**src/rtl/ptlru_pkg.sv**
```systemverilog
// ----------------------------------------------------------------------------
// ptlru_pkg
// Shared types, widths and constants of the paged translation block with
// least-recently-used frame replacement.
// ----------------------------------------------------------------------------
package ptlru_pkg;

  // Default sizes of the page table and frame owner stores
  localparam int unsigned MAX_PROCESSES_DEF = 64;
  localparam int unsigned MAX_FRAMES_DEF    = 64;

  // Fixed geometry of one process's table and of an address
  localparam int unsigned PAGES_PER_PROCESS = 16;
  localparam int unsigned PAGE_W            = 4;
  localparam int unsigned OFFSET_W          = 6;
  localparam int unsigned STAMP_W           = 5;

  // Age clock limits
  localparam int unsigned CLOCK_LIMIT       = 31;
  localparam int unsigned STAMP_ABOVE_MAX   = 32;

  // Transfer field widths
  localparam int unsigned PROC_W            = 6;
  localparam int unsigned LADDR_W           = 10;
  localparam int unsigned FRAME_OUT_W       = 6;
  localparam int unsigned PADDR_OUT_W       = 12;

  // Configuration port
  localparam int unsigned APB_DW            = 32;
  localparam int unsigned APB_AW            = 3;
  localparam int unsigned CFG_W             = 7;

  typedef enum logic [0:0] {
    REG_PROCESS_COUNT = 1'b0,
    REG_FRAME_COUNT   = 1'b1
  } reg_idx_e;

  typedef struct packed {
    logic [CFG_W-1:0] process_count;
    logic [CFG_W-1:0] frame_count;
  } cfg_t;

  typedef enum logic [3:0] {
    ST_CLEAR,
    ST_IDLE,
    ST_LOOKUP,
    ST_SCAN,
    ST_EVICT,
    ST_WRITE,
    ST_WRAP,
    ST_FINAL,
    ST_DONE
  } state_e;

endpackage

```
**src/rtl/ptlru_regs.sv**
```systemverilog
// ----------------------------------------------------------------------------
// ptlru_regs
// APB-style register file holding the process and frame counts.
// ----------------------------------------------------------------------------
module ptlru_regs (
  input  logic                          clk_i,
  input  logic                          rst_ni,
  input  logic                          psel_i,
  input  logic                          penable_i,
  input  logic                          pwrite_i,
  input  logic [ptlru_pkg::APB_AW-1:0]  paddr_i,
  input  logic [ptlru_pkg::APB_DW-1:0]  pwdata_i,
  output logic [ptlru_pkg::APB_DW-1:0]  prdata_o,
  output logic                          pready_o,
  output ptlru_pkg::cfg_t               cfg_o
);
  import ptlru_pkg::*;

  cfg_t     cfg_q, cfg_d;
  reg_idx_e idx;
  logic     wr_en;

  // Decode the word address
  assign idx      = reg_idx_e'(paddr_i[APB_AW-1:2]);
  assign wr_en    = psel_i & penable_i & pwrite_i & pready_o;
  assign pready_o = 1'b1;
  assign cfg_o    = cfg_q;

  // Update on a write access cycle
  always_comb begin
    cfg_d = cfg_q;
    if (wr_en) begin
      case (idx)
        REG_PROCESS_COUNT: cfg_d.process_count = pwdata_i[CFG_W-1:0];
        REG_FRAME_COUNT:   cfg_d.frame_count   = pwdata_i[CFG_W-1:0];
        default:           cfg_d = cfg_q;
      endcase
    end
  end

  always_ff @(posedge clk_i or negedge rst_ni) begin
    if (!rst_ni) begin
      cfg_q.process_count <= CFG_W'(1);
      cfg_q.frame_count   <= CFG_W'(1);
    end else begin
      cfg_q <= cfg_d;
    end
  end

  // Return the addressed register
  always_comb begin
    case (idx)
      REG_PROCESS_COUNT: prdata_o = APB_DW'(cfg_q.process_count);
      REG_FRAME_COUNT:   prdata_o = APB_DW'(cfg_q.frame_count);
      default:           prdata_o = '0;
    endcase
  end

endmodule

```
**config.mk**
```make
export PLATFORM = sky130hd
export DESIGN_NAME = ptlru_regs
export DESIGN_NICKNAME = d
export VERILOG_FILES = /design/src/rtl/ptlru_pkg.sv /design/src/rtl/ptlru_regs.sv
export SDC_FILE = /design/constraint.sdc
export NUM_CORES = 1
export LEC_CHECK = 0
export BUFFER_PORTS_ARGS = -buffer_cell sky130_fd_sc_hd__buf_2
export CORE_UTILIZATION = 37
export CTS_CLUSTER_DIAMETER = 200
export DETAILED_ROUTE_END_ITERATION = 8
export PLACE_DENSITY = 0.91
export SLEW_MARGIN = 30
export SYNTH_ARGS = -nofsm -noshare
export SYNTH_HDL_FRONTEND = slang
export SYNTH_SLANG_ARGS = --single-unit
```
**constraint.sdc**
```tcl
create_clock -name clk_i -period 1.3 [get_ports clk_i]
set_input_delay 0.065 -clock clk_i [delete_from_list [all_inputs] [get_ports clk_i]]
set_output_delay 0.065 -clock clk_i [all_outputs]
set_load 0.02 [all_outputs]
```
## Word level (Yosys, flattened, before mapping)

Cells that the tools add are included.

| word-level totals | value |
|---|---|
| flip-flop bits (word level) | 14 |
| output and inout bits | 47 |
| input port bits | 40 |

| operators by class | value |
|---|---|
| mux-type cells | 1 |
| reductions and logical operators | 2 |
| bitwise logic cells | 3 |

Operators by type and width:

| kind | count |
|---|---|
| $pmux W32 S2 | 1 |
| $reduce_and A2 Y1 | 2 |
| $and A1 B1 Y1 | 2 |
| $not A1 Y1 | 1 |

## Logic depth before layout (Yosys ltp)

| logic depth | value |
|---|---|
| word-level depth | 3 |
| gate-level depth with buffers | 3 |

## Worst setup path before layout

No wires, ideal clock.

| timing | value |
|---|---|
| path kind | register -> output |
| start | reg cfg_q (netlist bit cfg_o[7]) |
| end | out prdata_o[0] in the netlist's numbering |
| setup slack | 0.435 ns |
| arrival | 0.800 ns |
| buffers on the path | 0 |
| required time | 1.235 ns |
| stages on the path, launching flop included | 2 |
| cell sequence | dfstp_2 -> mux2_2 |

| on the way | value |
|---|---|
| word-level cells in the longest chain between the ends | 1 |

RTL lines:

| element | RTL line | source |
|---|---|---|
| from (decl) | ptlru_regs.sv:19 | `cfg_t cfg_q, cfg_d;` |
| from (signal assigned) | ptlru_regs.sv:46 | `cfg_q <= cfg_d;` |
| $pmux W32 S2 | ptlru_regs.sv:52 | `case (idx)` |
| to (decl) | ptlru_regs.sv:13 | `output logic [ptlru_pkg::APB_DW-1:0] prdata_o,` |

No other way between the ends. The select of a mux whose other input is x is not followed.

## Final worst setup path

Ends and elaborated chain as after synthesis.

==> reports/results.ini <==
[sta]
finalSetupViolations = 0
hold_viol = 0
max_freq_mhz = 854
slew_violations = 0
skew_ns = 0
finalCritPeriodShare_pct = 90.0
rsz0062_at_grt = no
min_period_ns = 1.17
fin_setup_tns_ns = 0

[floorplan]
die_area_mm2 = 0.00246
rows = 16
coreArea_mm2 = 0.00204
die_w_um = 49.6
ioPinCount = 87
die_h_um = 49.6
start_util_pct = 41.1

[pwr]
max-vdd-ir-drop_uv = 796
power_density_mw_per_mm2 = 1560
power.share.clock_pct = 20.2
switchingPower_uw = 575
switching_share_pct = 37.8
leakage_nw = 0.526
seq_power_share_pct = 39.8
p_comb_share_pct = 40.0
p_int_uw = 945

[route]
drtIter0Drc = 3
postRouteAntennaNets = 0
drt-wirelength-per-cell_um = 11.3
vias_per_cell = 4.20
vias = 542
drc = 0
first_pass_iters = 2
wirelength_mm = 1.46

[clock_tree]
cts_buffers = 3
htree_levels = 1
clock_latency_ns = 0.27
cts-resized-gates = 0
root_buffer = clkbuf_4
clk_pin_slew_ns = 0.08
ctsHoldBuffers = 1
cts.sinks = 14
cts.path.max_buffers = 2
cts_tree = done
post_cts_buffers = 0

[global_route]
grt_pass1_vias = 532
overflow = 0
grt_max_degree = 15
grt_pass1_wl_mm = 2.42
track_usage_pct = 13.4
antenna_found_initial = 0

[cells_and_area]
n_fill_cell = 194
area_delta_synth_final_pct = 16.2
diodes = 0
largest_reg_flops = 14
stdcell_count = 129
final_core_util_pct = 47.8
drive_gt1_share_pct = 61.8
nNetsFinal = 143

[critical_path]
cp_max_fo = 3
worst-setup-path-type = register to primary output
cp.required_ns = 1.24
arrival_ns = 1.11
cp-start-kind = register
endpoint_kind = primary output

[yosys]
synth_area_um2 = 840
synth_top_family_by_area = multiplexers
yosys.area.top_type = dfrtp_1
synthTopCellsByArea = dfrtp_1 36%, mux2_2 28%, buf_4 23%, dfstp_2 6.3%, nand4b_4 2.8%
synthSimpleGateAreaFrac_pct = 4.32
synth-compound-area-share_pct = 0
yosys_warnings = 0
muxShareOfSynthArea_pct = 28.2
synth_edf_count = 0
synth_xor_area_share_pct = 0
synthAdderAreaFrac_pct = 0
synth_flop_cell = dfrtp_1
ys_seq_area_share_pct = 42.0
syn_inst = 66
async_reset_ff_share_pct = 100
ys_top_cells_by_count = 26 x buf_4, 21 x mux2_2, 12 x dfrtp_1
synth_most_common_cell = buf_4
synthDistinctLibCells = 8
syn_avg_cell_area_um2 = 12.7
synth_seq_cells = 14
synth_top_area_share_pct = 35.8

[worst_hold_path]
hold_class = input port to register

[placed_design]
hpwlAfterDp_mm = 1.13
routabilityCongestion = 0.559
port_buffers = 33
dp.cells = 124

[run]
maxCapViolCount = 0

[run_status]
status = completed

==> area by class of cell <==
type | count | area [µm²] | share of cell area (%)
Sequential cell | 14 | 353 | 36.2
Multi-Input combinational cell | 49 | 370 | 37.9
Clock buffer | 4 | 36.3 | 3.72
Tap cell | 27 | 33.8 | 3.46
Timing Repair Buffer | 35 | 183 | 18.7
==> critical path, stage by stage (launching register included) <==
cell and delay, ns:
dfstp_2 0.55, mux2_2 0.14, buf_2 0.15
==> final timing paths <==
check | startpoint | endpoint | slack, ns | cells past startpoint
worst max-delay path | cfg_o[7]$_DFFE_PN1P_ | prdata_o[0] | 0.13 | 2
max in group asynchronous | rst_ni | cfg_o[7]$_DFFE_PN1P_ | 0.81 | 2
worst min-delay path | pwdata_i[4] | cfg_o[11]$_DFFE_PN0P_ | 0.03 | 2
worst max register to register | cfg_o[4]$_DFFE_PN0P_ | cfg_o[4]$_DFFE_PN0P_ | 0.52 | 1
worst min register to register | cfg_o[6]$_DFFE_PN0P_ | cfg_o[6]$_DFFE_PN0P_ | 0.53 | 1
min in group asynchronous | rst_ni | cfg_o[4]$_DFFE_PN0P_ | 0.20 | 2
==> metal layers <==
metal	part of all wire [%]	routed length [µm]	up-vias	global-route usage, %
li1	-	-	242	-
met5	0	0	-	0
met4	0	0	0	3.81
met2	54	788	37	25.5
met3	7.9	115	0	5.25
met1	38	552	263	13.1
==> cell usage in the layout, fill, tap and decap left out <==
cell type / Yosys / final
buf_2: 0 / 33
conb_1: 2 / 26
mux2_2: 21 / 21
dfrtp_1: 12 / 12
clkbuf_4: 0 / 3
dfstp_2: 2 / 2
nand4_2: 1 / 1
nand4b_4: 1 / 1
clkbuf_8: 0 / 1
dlygate4sd3_1: 0 / 1
buf_4: 26 / 1
==> cell families (layout without fill, tap and decap cells) <==
logic type / count (synthesis) / count (layout)
and+or+nand+nor: 2 / 2
buffers and inverters: 27 / 39
muxes: 21 / 21
DFF: 14 / 14
other: 2 / 26
==> power by group through the flow <==
stage	combinational (mW)	clock, mW	sequential, mW
after floorplan	0.352	0	0.730
after global placement	0.600	0	0.601
after detailed placement	0.611	0	0.614
after CTS	0.615	0.327	0.605
after global routing	0.654	0.335	0.622
final	0.608	0.307	0.604
==> metrics by stage <==
step	worst slack, ns	total power [mW]	instance area [µm²]	hold WS (ns)
6_report	0.129	1.52	976	0.0315
5_1_grt	0.0781	1.61	976	0.0251
4_1_cts	0.112	1.55	976	0.0170
3_5_place_dp	0.248	1.23	930	-0.0209
3_3_place_gp	0.282	1.20	930	-0.0306
2_1_floorplan	0.435	1.08	930	-0.231
Note: power is estimated with default switching activity, not from simulation.
